$ cat src/sv/crc7_framed_command_receiver_defines.svh
// ----------------------------------------------------------------------------
// CRC7 framed command receiver assertion macros
// Shared concurrent assertion forms, clocked on clk and gated by rst_n.
// ----------------------------------------------------------------------------
`ifndef CRC7_FRAMED_COMMAND_RECEIVER_DEFINES_SVH
`define CRC7_FRAMED_COMMAND_RECEIVER_DEFINES_SVH

// Same-cycle implication: when ante holds, cons must hold too.
`define CRC7FCR_ASSERT_NOW(label, ante, cons, msg) \
    label: assert property (@(posedge clk) disable iff (!rst_n) (ante) |-> (cons)) \
        else $error(msg);

// Next-cycle implication: when ante holds, cons must hold in the following cycle.
`define CRC7FCR_ASSERT_NEXT(label, ante, cons, msg) \
    label: assert property (@(posedge clk) disable iff (!rst_n) (ante) |=> (cons)) \
        else $error(msg);

`endif

$ cat src/sv/crc7fcr_pkg.sv
// ----------------------------------------------------------------------------
// CRC7 framed command receiver package
// Request and result types, framing constants and the check-value step.
// ----------------------------------------------------------------------------
package crc7fcr_pkg;

    // Request kinds
    typedef enum logic
    {
        OP_BYTE = 1'b0,
        OP_TICK = 1'b1
    } op_t;

    // Result causes
    typedef enum logic
    {
        CAUSE_PACKET  = 1'b0,
        CAUSE_TIMEOUT = 1'b1
    } cause_t;

    typedef struct packed
    {
        op_t        operation;
        logic [7:0] rx_byte;
    } cmd_item_t;

    typedef struct packed
    {
        logic [7:0] port_direction;
        logic       button_level;
        cause_t     cause;
    } res_item_t;

    localparam logic [7:0]  CHECK_POLY    = 8'h89;
    localparam logic [7:0]  START_BYTE    = 8'h80;
    localparam logic [6:0]  DATA_MASK     = 7'h7F;
    localparam logic [13:0] ERR_HIGH_BIT  = 14'h2000;
    localparam logic [13:0] ERR_HIGH_KEEP = 14'h01F0;
    localparam logic [13:0] ERR_LOW_BIT   = 14'h1000;
    localparam logic [13:0] ERR_LOW_KEEP  = 14'h000F;
    localparam logic [15:0] TIMEOUT_RESET = 16'd1000;

    // Merge data by OR, then run eight shift steps of the check polynomial
    function automatic logic [7:0] check_step(input logic [7:0] acc, input logic [7:0] data);
        logic [7:0] t;
        t = acc | data;
        for (int i = 0; i < 8; i++)
        begin
            if (t[7])
            begin
                t = t ^ CHECK_POLY;
            end
            t = {t[6:0], 1'b0};
        end
        return t;
    endfunction

endpackage

$ cat src/sv/crc7fcr_frame.sv
// ----------------------------------------------------------------------------
// CRC7 framed command receiver framing core
// Holds framing, check and timeout state and computes one request's result.
// ----------------------------------------------------------------------------
`include "crc7_framed_command_receiver_defines.svh"

module crc7fcr_frame
    import crc7fcr_pkg::*;
(
    input  logic        clk,
    input  logic        rst_n,
    input  logic        step_en,
    input  cmd_item_t   item,
    input  logic [15:0] timeout_ticks,
    output logic        hit,
    output res_item_t   result
);

    localparam logic [1:0] IDX_HIGH  = 2'd0;
    localparam logic [1:0] IDX_LOW   = 2'd1;
    localparam logic [1:0] IDX_CHECK = 2'd2;
    localparam logic [1:0] IDX_DONE  = 2'd3;

    logic        in_packet_reg, in_packet_next;
    logic [1:0]  byte_index_reg, byte_index_next;
    logic [13:0] word_accum_reg, word_accum_next;
    logic [7:0]  crc_reg, crc_next;
    logic [15:0] timeout_count_reg, timeout_count_next;

    logic        is_start;
    logic        is_data;
    logic        packet_ok;
    logic [7:0]  crc_step;
    logic [15:0] count_dec;
    logic [13:0] word_masked;

    // Step the check value; a start byte seeds from zero
    assign is_start = (item.rx_byte == START_BYTE);
    assign crc_step = check_step(is_start ? 8'h00 : crc_reg, item.rx_byte);
    assign is_data  = in_packet_reg && !item.rx_byte[7] && (byte_index_reg != IDX_DONE);

    // Saturating tick countdown
    assign count_dec = (timeout_count_reg != 16'd0) ? (timeout_count_reg - 16'd1) : 16'd0;

    // Apply error masks to the assembled word
    always_comb
    begin
        word_masked = word_accum_reg;
        if ((word_masked & ERR_HIGH_BIT) != 14'd0)
        begin
            word_masked = word_masked & ERR_HIGH_KEEP;
        end
        if ((word_masked & ERR_LOW_BIT) != 14'd0)
        begin
            word_masked = word_masked & ERR_LOW_KEEP;
        end
    end

    assign packet_ok = (item.operation == OP_BYTE) && !is_start && is_data &&
                       (byte_index_reg == IDX_CHECK) && ({1'b0, crc_reg[7:1]} == item.rx_byte);

    // Next state and result
    always_comb
    begin
        in_packet_next     = in_packet_reg;
        byte_index_next    = byte_index_reg;
        word_accum_next    = word_accum_reg;
        crc_next           = crc_reg;
        timeout_count_next = timeout_count_reg;
        hit                = 1'b0;
        result.port_direction = ~word_masked[8:1];
        result.button_level   = word_masked[0];
        result.cause          = CAUSE_PACKET;

        case (item.operation)
            OP_TICK:
            begin
                timeout_count_next = count_dec;
                if (count_dec == 16'd0)
                begin
                    hit                   = 1'b1;
                    result.port_direction = 8'hFF;
                    result.button_level   = 1'b0;
                    result.cause          = CAUSE_TIMEOUT;
                end
            end
            OP_BYTE:
            begin
                if (is_start)
                begin
                    in_packet_next  = 1'b1;
                    byte_index_next = IDX_HIGH;
                    word_accum_next = 14'd0;
                    crc_next        = crc_step;
                end
                else if (is_data)
                begin
                    case (byte_index_reg)
                        IDX_HIGH:
                        begin
                            word_accum_next = {item.rx_byte[6:0], 7'd0};
                            crc_next        = crc_step;
                            byte_index_next = IDX_LOW;
                        end
                        IDX_LOW:
                        begin
                            word_accum_next = word_accum_reg | {7'd0, item.rx_byte[6:0] & DATA_MASK};
                            crc_next        = crc_step;
                            byte_index_next = IDX_CHECK;
                        end
                        default:
                        begin
                            // Check byte closes the packet either way
                            byte_index_next = IDX_DONE;
                            in_packet_next  = 1'b0;
                            if (packet_ok)
                            begin
                                hit                = 1'b1;
                                timeout_count_next = timeout_ticks;
                            end
                        end
                    endcase
                end
                else
                begin
                    // Drop the packet on a stray control byte or idle byte
                    in_packet_next = 1'b0;
                end
            end
            default:
            begin
                hit = 1'b0;
            end
        endcase
    end

    // Advance state once per request
    always_ff @(posedge clk or negedge rst_n)
    begin
        if (!rst_n)
        begin
            in_packet_reg     <= 1'b0;
            byte_index_reg    <= IDX_HIGH;
            word_accum_reg    <= 14'd0;
            crc_reg           <= 8'd0;
            timeout_count_reg <= TIMEOUT_RESET;
        end
        else if (step_en)
        begin
            in_packet_reg     <= in_packet_next;
            byte_index_reg    <= byte_index_next;
            word_accum_reg    <= word_accum_next;
            crc_reg           <= crc_next;
            timeout_count_reg <= timeout_count_next;
        end
    end

    `CRC7FCR_ASSERT_NOW(a_open_packet_index, in_packet_reg, byte_index_reg != IDX_DONE,
        "open packet with spent byte index")
    `CRC7FCR_ASSERT_NOW(a_timeout_pattern, hit && (result.cause == CAUSE_TIMEOUT),
        (result.port_direction == 8'hFF) && !result.button_level && (item.operation == OP_TICK),
        "timeout result with wrong pattern")
    `CRC7FCR_ASSERT_NOW(a_tick_quiet, step_en && (item.operation == OP_TICK) &&
        (timeout_count_reg > 16'd1), !hit, "timeout fired with count left")
    `CRC7FCR_ASSERT_NEXT(a_reload, step_en && hit && (result.cause == CAUSE_PACKET),
        timeout_count_reg == $past(timeout_ticks), "valid packet did not reload timeout")

endmodule

$ cat src/sv/crc7_framed_command_receiver.sv
// ----------------------------------------------------------------------------
// CRC7 framed command receiver
// Frames CRC-checked command packets and runs the millisecond output timeout.
// ----------------------------------------------------------------------------
// Accepts one request (a received byte or a tick) every clock cycle while
// cmd_stall is low. A request is captured in an input register, processed by
// the framing core once the result register can take it and, if it produces a
// result, lands in the result register. The only feedback path is the framing
// and timeout state inside the core, updated once per request. cmd_stall rises
// only while a request sits in the input register and the result register is
// full and stalled. The timeout_ticks register is written through
// cfg_we/cfg_data and takes effect on the next valid packet.
`include "crc7_framed_command_receiver_defines.svh"

module crc7_framed_command_receiver
    import crc7fcr_pkg::*;
(
    input  logic        clk,
    input  logic        rst_n,
    input  logic        cfg_we,
    input  logic [15:0] cfg_data,
    input  logic        cmd_valid,
    output logic        cmd_stall,
    input  cmd_item_t   cmd,
    output logic        res_valid,
    input  logic        res_stall,
    output res_item_t   res
);

    logic [15:0] timeout_ticks_reg;
    logic        stage_valid_reg, stage_valid_next;
    cmd_item_t   stage_item_reg;
    logic        res_valid_reg, res_valid_next;
    res_item_t   res_item_reg;

    logic        cmd_take;
    logic        advance;
    logic        step_en;
    logic        hit;
    res_item_t   result;

    // Hold the timeout reload value
    always_ff @(posedge clk or negedge rst_n)
    begin
        if (!rst_n)
        begin
            timeout_ticks_reg <= TIMEOUT_RESET;
        end
        else if (cfg_we)
        begin
            timeout_ticks_reg <= cfg_data;
        end
    end

    // Handshake control
    assign advance   = !res_valid_reg || !res_stall;
    assign step_en   = stage_valid_reg && advance;
    assign cmd_stall = stage_valid_reg && !advance;
    assign cmd_take  = cmd_valid && !cmd_stall;

    assign stage_valid_next = cmd_take || (stage_valid_reg && !advance);
    assign res_valid_next   = (step_en && hit) || (res_valid_reg && res_stall);

    // Capture the request
    always_ff @(posedge clk or negedge rst_n)
    begin
        if (!rst_n)
        begin
            stage_valid_reg <= 1'b0;
        end
        else
        begin
            stage_valid_reg <= stage_valid_next;
        end
    end

    always_ff @(posedge clk)
    begin
        if (cmd_take)
        begin
            stage_item_reg <= cmd;
        end
    end

    crc7fcr_frame u_frame
    (
        .clk           (clk),
        .rst_n         (rst_n),
        .step_en       (step_en),
        .item          (stage_item_reg),
        .timeout_ticks (timeout_ticks_reg),
        .hit           (hit),
        .result        (result)
    );

    // Register the result
    always_ff @(posedge clk or negedge rst_n)
    begin
        if (!rst_n)
        begin
            res_valid_reg <= 1'b0;
        end
        else
        begin
            res_valid_reg <= res_valid_next;
        end
    end

    always_ff @(posedge clk)
    begin
        if (step_en && hit)
        begin
            res_item_reg <= result;
        end
    end

    assign res_valid = res_valid_reg;
    assign res       = res_item_reg;

    `CRC7FCR_ASSERT_NOW(a_stall_has_request, cmd_stall, stage_valid_reg && res_valid_reg,
        "stall without a held request")
    `CRC7FCR_ASSERT_NEXT(a_stage_hold, stage_valid_reg && !advance,
        stage_valid_reg && $stable(stage_item_reg), "held request lost or changed")
    `CRC7FCR_ASSERT_NEXT(a_take_loads, cmd_take, stage_valid_reg && (stage_item_reg == $past(cmd)),
        "accepted request not captured")

endmodule

$ cat config.mk
export PLATFORM = sky130hd
export DESIGN_NAME = crc7_framed_command_receiver
export DESIGN_NICKNAME = d
export VERILOG_FILES = /design/src/sv/crc7fcr_pkg.sv /design/src/sv/crc7fcr_frame.sv /design/src/sv/crc7_framed_command_receiver.sv
export VERILOG_INCLUDE_DIRS = /design/src /design/src/sv
export SDC_FILE = /design/constraint.sdc
export NUM_CORES = 1
export LEC_CHECK = 0
export ABC_AREA = 1
export BUFFER_PORTS_ARGS = -buffer_cell sky130_fd_sc_hd__buf_2
export CORE_ASPECT_RATIO = 1.25
export CORE_MARGIN = 3
export CORE_UTILIZATION = 60
export DETAILED_ROUTE_END_ITERATION = 10
export MAX_ROUTING_LAYER = met4
export PLACE_DENSITY = 0.81
export SYNTH_ARGS = -nofsm -noshare
export SYNTH_HDL_FRONTEND = slang
export SYNTH_SLANG_ARGS = --single-unit
$ cat constraint.sdc
create_clock -name clk -period 5.05 [get_ports clk]
set_input_delay 0.505 -clock clk [delete_from_list [all_inputs] [get_ports clk]]
set_output_delay 0.505 -clock clk [all_outputs]
set_load 0.05 [all_outputs]
==> summary by stage, run 1 <==
Pwr
Power comes to 1.54 mW. The logic gate share of total power is 0.216. The internal power is 1.03 mW. The share of total power dissipated in sequential elements is 0.473.

The leakage component of the power is 1.98 nW. The proportion of power drawn by the clock network is 0.311. The maximum resistive drop on vdd is 0.000279 V. Of the total power, the share spent switching nets is 0.335. The net switching power is 0.516 mW. The power per cell area is 357 nW/um^2.

Critical path
The worst-path cell with the longest stage delay is sky130_fd_sc_hd__a21oi_2. The type of the worst setup path is reg -> reg. The data arrival time at the worst-slack endpoint is 2.84 ns. STA classifies the critical path startpoint as a flip-flop. Of all nets on the critical path, the largest fanout is 32. On the worst path, the slowest cell contributes a delay of 0.93 ns.

The worst setup path is captured at a flip-flop. The critical path goes through inv_1 -> nand4_1 -> a21oi_2 -> o21ai_0. The required time of the critical path is 5.29 ns.

Layout
The number of antenna diodes in the final layout is 0. The ratio of cells with drive above 1 in the final layout is 0.233. At the end of the flow, the number of nets in the layout was 524. After the flow finishes, the layout carries non-filler instances totaling 583. After routing the design area is 4320 sq um. The share of the core filled with cells is 0.697. Compared with the post-synthesis result, the final layout area differs by 11.6%.

STA
The final critical path time including I/O delays and setup is 2.60 ns. The post-layout worst setup margin is 2.45 ns. Hold timing on the final database bottoms out at a slack of 0.285 ns. Across the routed clock network, the largest skew measured is 0.0124 ns. The worst pin sits at a relative slew slack of 0.245. The final number of setup-violating endpoints is 0. The hold violation count in the final report is 0.

The final total negative setup slack is 0 ns. The post-route clock period utilization is 0.515. Setup repair after global routing left no endpoint under its margin. The count of final max-slew check failures is 0. For the pin with the worst max-slew slack, the measured transition is 1.13 ns. Based on the critical path, the design can be clocked at up to 0.384 GHz.

Yosys
The cell area that synthesis handed to floorplanning was 3870 sq um. The flop and latch count out of synthesis is 74. The number of instances in the synthesized netlist is 452. The leading area contributor after synthesis is sky130_fd_sc_hd__dfrtp_1. A synthesized cell averages 8.57 sq um. Synthesis produced a netlist with a net count of 483.

The number of flops mapped to enable cells by yosys is 19. The sequential share of the synthesized area is 0.507. The predominant post-synthesis flop cell is sky130_fd_sc_hd__dfrtp_1. The commonest cells after synthesis are 110 x sky130_fd_sc_hd__nand2_1, 53 x sky130_fd_sc_hd__inv_1, 52 x sky130_fd_sc_hd__o21ai_0. The distinct cell type count of the synthesized netlist is 39. After synthesis, the cell types taking the most area are sky130_fd_sc_hd__dfrtp_1 28%, sky130_fd_sc_hd__edfxtp_1 15%, sky130_fd_sc_hd__nand2_1 11%. The share of synthesized area in the top cell type comes to 0.278. Counting flops with an async set or reset pin after synthesis yields a share of 0.743. Among all cell types in the netlist, the one instantiated most often is sky130_fd_sc_hd__nand2_1. The number of warning messages in the yosys log is 0.

Drt
The detailed router placed 3,127 vias in this run. The detail route stage leaves a number of antenna-violating nets equal to 0. The wire length after detailed routing is 8410 um. After detailed routing, the number of remaining DRC violations is 0. In the routed layout, each cell is associated on average with a via count of 5.36. In this run, the number of DRC markers left after iteration 0 of detailed routing was 183. The mean routed wirelength per cell is 14.4 um. For this run, the detailed router's first-pass iteration total came to 4.

Global routing
Entering global routing, the biggest net connects 56 pins. The combined global-route utilization of all metal layers is 0.254. The initial antenna violation count is 0. The first global-routing pass estimated 14,400 um of wire. The number of global-route vias before repair came to 3,164. The leftover overflow at the end of global routing is 0.

Clock tree
The clock slew at the register clock pins of the worst setup and hold paths is 0.09 ns. The count of hold-fix buffers inserted at cts is 0. Clock tree synthesis inserted a total of 9 buffers. CTS saw 74 sinks. The clock insertion delay at the later pin of the skew report is 0.35 ns.

The H-tree was split into 3 levels. No sink is reached through more buffers than the 2 on the longest clock path. Once the clock tree was built, the resizer swapped 0 gates to a different size.

The cell sitting at the root of the clock tree is a sky130_fd_sc_hd__clkbuf_8. The CTS tree is yes. Buffers added to address setup during post-CTS repair amount to 0.

Floorplan
The number of I/O pins is 42. The die boundary width is 77.9 um. The starting density of the core is 0.624. The number of core rows is 32.

The die is 95.8 um tall. The die outline area is 7460 sq um. The area inside the core boundary is 6210 sq um.

Placement
The wire-length estimate of the detail-placed layout is 6130 um. In this run, placement finished with an instance count of 567. Summing all placed instances gives a cell area of 4120 sq um. The last weighted congestion value of the routability-driven placer is 0.982. The port buffer count is 41.

The worst setup slack after placement is 2.45 ns.

Flow run
The max-capacitance violation count is 0.

Hold path
The min-delay analysis places its worst path in the category in -> async.

Outcome
The run finished with clean final reports.
==> per-layer routing <==
| metal | GRT usage | up-vias | part of all wire |
|---|---|---|---|
| met5 | - | - | 0 |
| li1 | - | 1551 | - |
| met1 | 0.281 | 1474 | 0.39 |
| met4 | 0.104 | 0 | 0.022 |
| met3 | 0.0478 | 24 | 0.033 |
| met2 | 0.453 | 78 | 0.55 |
==> final cells by class <==
cell class                 instances  area [sq um]
tap                               85           106
timing repair buffer              42           213
multi-input combinational        310          1620
clock inverter                     7          82.6
fill                             517          1880
clock buffer                       9           124
inverter                          56           213
sequential                        74          1960
==> placed cells by master, fill, tap and decap left out, drive strengths merged <==
cell type | netlist | layout
nand2 | 118 | 118
inv | 56 | 60
o21ai | 55 | 55
nor2 | 50 | 50
dfrtp | 43 | 43
buf | 8 | 42
nand3 | 37 | 37
edfxtp | 19 | 19
a21oi | 18 | 18
dfstp | 12 | 12
mux2 | 10 | 10
clkbuf | 4 | 9
nand4 | 4 | 4
xnor2 | 4 | 4
xor2 | 3 | 3
nor3 | 2 | 2
o22ai | 2 | 2
clkinvlp | 0 | 2
or2 | 2 | 2
nand3b | 1 | 1
o211ai | 1 | 1
a22oi | 1 | 1
o21a | 1 | 1
ha | 1 | 1
bufinv | 0 | 1
==> cell families after synthesis <==
family / count (synthesis) / synth area share
xor+xnor: 7 / 0.0158
flops: 74 / 0.507
simple gates: 214 / 0.262
fa+ha+maj: 1 / 0.00323
compound gates: 78 / 0.109
mux: 10 / 0.0291
buf+inv: 68 / 0.0743
==> worst paths after layout <==
kind,start,endpoint,slack [ns],cells past startpoint
min,rst_n,u_frame.timeout_count_reg[15],0.28,2
max,stage_item_reg[8],u_frame.timeout_count_reg[8],2.45,4
min in group clk,cmd[0],stage_item_reg[0],0.32,1
max in group asynchronous,rst_n,u_frame.in_packet_reg,4.31,2
min reg2reg,timeout_ticks_reg[6],timeout_ticks_reg[6],0.50,2
max reg2reg,stage_item_reg[8],u_frame.timeout_count_reg[8],2.45,4
==> power by group through the flow <==
| stage | clock, mW | combinational (mW) | sequential [mW] |
|---|---|---|---|
| finish | 0.479 | 0.334 | 0.729 |
| global route | 0.514 | 0.384 | 0.736 |
| CTS | 0.485 | 0.334 | 0.728 |
| detailed placement | 0 | 0.331 | 0.740 |
| global placement | 0 | 0.324 | 0.739 |
| floorplan | 0 | 0.257 | 0.722 |
==> critical path, delay by kind of cell, from the launching register on <==
family	cells	cell delay [ns]
compound gates	2	1.17
flops	1	0.59
buf+inv	1	0.49
simple gates	1	0.23
Note: power is estimated with default switching activity, not from simulation.
==> run 2: changes to the inputs <==
--- a/config.mk
+++ b/config.mk
@@ -10,10 +10,10 @@
 export BUFFER_PORTS_ARGS = -buffer_cell sky130_fd_sc_hd__buf_2
 export CORE_ASPECT_RATIO = 1.25
 export CORE_MARGIN = 3
-export CORE_UTILIZATION = 60
+export CORE_UTILIZATION = 59
 export DETAILED_ROUTE_END_ITERATION = 10
 export MAX_ROUTING_LAYER = met4
-export PLACE_DENSITY = 0.81
+export PLACE_DENSITY = 0.8
 export SYNTH_ARGS = -nofsm -noshare
 export SYNTH_HDL_FRONTEND = slang
 export SYNTH_SLANG_ARGS = --single-unit
==> constraint.sdc (replaced) <==
create_clock -name clk -period 2.4 [get_ports clk]
set_input_delay 0.24 -clock clk [delete_from_list [all_inputs] [get_ports clk]]
set_output_delay 0.24 -clock clk [all_outputs]
set_load 0.05 [all_outputs]
==> run 2 against run 1 <==
  * Sequential cell count did not move
  * Highest routed layer unchanged
  * Clock power rose by 120%
  * Clock skew fell by 0.0033 ns
  * First-iteration DRC count fell by 5.5%
  * Cell count rose by 1.4%
  * Final area rose by 1.9%
==> summary by stage, run 2 (synthesis results as in run 1) <==
Outcome
The flow ran to the end, and the final reports show no timing, DRC or antenna violations.

Global routing
The pin count of the biggest net entering global routing came to 56 (unchanged). The number of global-route vias before repair is 3,175 (+0.35%). The combined global-route utilization of all metal layers was 0.241 (-0.0135). The met1 routing resource usage after global routing is 0.241 (-0.0400).

The global routing usage on met2 was 0.456 (+0.00286). The leftover overflow at the end of global routing is 0 (unchanged). The global-route track usage on met3 came to 0.0343 (-0.0134). met2 is the most crowded layer. The initial antenna violation count is 0 (unchanged). The global-route wire length before repair is 13,600 um (-5.8%).

STA
The worst-case clock skew is 0.00908 ns (-0.00334 ns). The post-route clock period utilization is 0.922 (+0.406). The maximum achievable frequency is 0.452 GHz (+18%). The pin slew with the least headroom to its limit is 0.409 ns (-0.724 ns).

The count of final max-slew check failures was 0 (unchanged). The final number of setup-violating endpoints is 0 (unchanged). The final critical path time including I/O delays and setup is 2.21 ns (-0.389 ns). The worst slew margin relative to its limit came to 0.728 (+0.483). The hold violation count in the final report came to 0 (unchanged). Setup repair after global routing left no endpoint under its margin.

The final total negative setup slack was 0 ns (unchanged). The post-layout worst setup margin is 0.188 ns (-2.26 ns). The minimum hold slack is 0.0521 ns (-0.233 ns).

Pwr
The total power is 3.27 mW (+110%). The maximum resistive drop on vdd came to 0.000578 V (+110%). The power per cell area was 743 nW/um^2 (+110%). The leakage component of the power came to 2.01 nW (+1.4%).

Drt
The total iterations of the first detailed-routing run came to 4 (unchanged). The wire length after detailed routing is 8340 um (-0.74%). The violation count after the first detailed-routing iteration came to 173 (-5.5%). The per-cell via count in the routed design came to 5.32 (-0.82%).

The number of antenna-violating nets in the routed design is 0 (unchanged). The mean routed wirelength per cell was 14.1 um (-2.1%). The overall via count from detail_route was 3,144 (+0.54%). The DRC violations left is 0 (unchanged).

Layout
The number of inserted diodes came to 0 (unchanged). From synthesis to final layout, the design area changed by 13.8%. Leaving out fill and tap cells, the most frequent cell in the layout is sky130_fd_sc_hd__nand2_1. The post-route non-filler standard cell count is 591 (+1.4%). The share of the core filled with cells is 0.701 (+0.00446). The storage element area is 1960 sq um (unchanged).

The top cell types in the final layout, fill and taps aside, are 110 x sky130_fd_sc_hd__nand2_1, 52 x sky130_fd_sc_hd__inv_1, 51 x sky130_fd_sc_hd__o21ai_0. The area taken by multi-input logic gates is 1630 sq um (+0.15%). The total number of nets in the final design is 532 (+1.5%). The ratio of cells with drive above 1 in the final layout was 0.247 (+0.0141).

The summed area of non-filler cells in the final layout is 4410 sq um (+1.9%). The layout filler cell count is 518 (+0.19%).

Clock tree
TritonCTS built the clock tree. The TritonCTS sink count is 74 (unchanged). The total number of H-tree levels came to 3 (unchanged). The root buffer cell is sky130_fd_sc_hd__clkbuf_8. The setup fix buffers added after clock tree synthesis is 0 (unchanged). The clock slew at the register clock pins of the worst setup and hold paths came to 0.09 ns (about the same). The number of clock buffers inserted by TritonCTS is 9 (unchanged).

The worst-case clock buffer depth is 2 (unchanged). The clock insertion delay at the later pin of the skew report is 0.36 ns (about the same).

Placement
The worst setup slack after placement is 0.0398 ns (-2.41 ns). The last weighted congestion value of the routability-driven placer was 0.959 (-2.4%). The port buffer count is 41 (unchanged). The total half-perimeter wirelength after legalization and detailed placement came to 6130 um (about the same). The area of placed instances is 4170 sq um (+1.4%). The total placed cells including tap cells was 573 (+1.1%).

Flow run
The max-capacitance violation count is 0 (unchanged).

Floorplan
The chip height was 96.6 um (+0.79%). The area inside the core boundary is 6290 sq um (+1.3%). The number of I/O pins is 42 (unchanged). The die boundary width is 78.5 um (+0.78%). The die outline area is 7580 sq um (+1.6%).

The starting density of the core was 0.616 (-0.00795). The number of core rows was 32 (unchanged).

Critical path
The top fanout value on the critical path was 5 (-84%). The worst-case reg-to-reg path depth is 13 (+9). The instance count on the critical path is 13 (+9). The data arrival time at the worst-slack endpoint is 2.29 ns (-0.55 ns).

Walking the worst path, the cells encountered are inv_1 -> ha_2 -> buf_4 -> nand3_1 -> nand2_1 -> nand2_1 -> o21ai_0 -> nand2_1 -> nor2_4 -> nand3_4 -> nand2_2 -> nand2_2 -> clkinvlp_4. The worst setup path is of the reg -> reg kind. The required time of the critical path was 2.48 ns (-2.81 ns). The delay of the slowest cell on the worst path is 0.37 ns (-0.56 ns).

The worst setup path is captured at a flip-flop. The minimum setup slack among reg-to-reg paths is 0.19 ns (-2.26 ns). The critical path starts at u_frame.timeout_count_reg[0]. The total buffers and inverters traversed by the critical path was 3 (+2). The most numerous cell type found on the critical path is sky130_fd_sc_hd__nand2_1. The type of origin of the critical path is a flip-flop. Broken down by cell family, the worst path's largest delay share belongs to simple AND/OR/NAND/NOR gates. The worst-path cell with the longest stage delay is sky130_fd_sc_hd__dfrtp_1. In this run the critical register-to-register path is captured at res[8]. Following the worst setup path forward leads to its endpoint at res[8].

The source of the worst register-to-register timing path is u_frame.timeout_count_reg[0].

Hold path
The count of cells along the worst hold path is 1. The path type of the worst min-delay path is in -> reg.
==> run 2: metal layers <==
| metal | wire, um | share of wire | up-vias |
|---|---|---|---|
| li1 | - | - | 1568 |
| met1 | 3230 | 0.39 | 1492 |
| met2 | 4680 | 0.56 | 62 |
| met3 | 214 | 0.026 | 22 |
| met4 | 213 | 0.026 | 0 |
| met5 | 0 | 0 | - |
==> run 2: what timing repair did <==
action | CTS | global route
hold buffers | 1 | 0
gates resized for setup | 0 | 4
endpoints found under the setup margin | 0 | 10
endpoints found under the hold margin | 43 | 0
==> run 2: layout make-up <==
type	count	share of cell area
Timing Repair inverter	1	0.00170
Inverter	56	0.0491
Sequential cell	74	0.445
Tap cell	85	0.0241
Clock inverter	7	0.0193
Multi-Input combinational cell	310	0.369
Timing Repair Buffer	49	0.0636
Clock buffer	9	0.0281
==> run 2: worst min-delay path by stage <==
| stage | startpoint | endpoint | slack, ns |
|---|---|---|---|
| after detailed placement | rst_n | u_frame.timeout_count_reg[2] | 0.26 |
| after global placement | rst_n | u_frame.timeout_count_reg[2] | 0.26 |
| after floorplan | rst_n | res_valid | -0.06 |
| after CTS | cmd[1] | stage_item_reg[1] | 0.04 |
| after global routing | cmd[1] | stage_item_reg[1] | 0.04 |
| final | cmd[0] | stage_item_reg[0] | 0.05 |
==> run 2: where the power goes <==
group / internal, mW / total [mW] / switching, mW
combinational: 0.256 / 0.717 / 0.461
clock: 0.500 / 1.03 / 0.528
sequential: 1.42 / 1.53 / 0.107
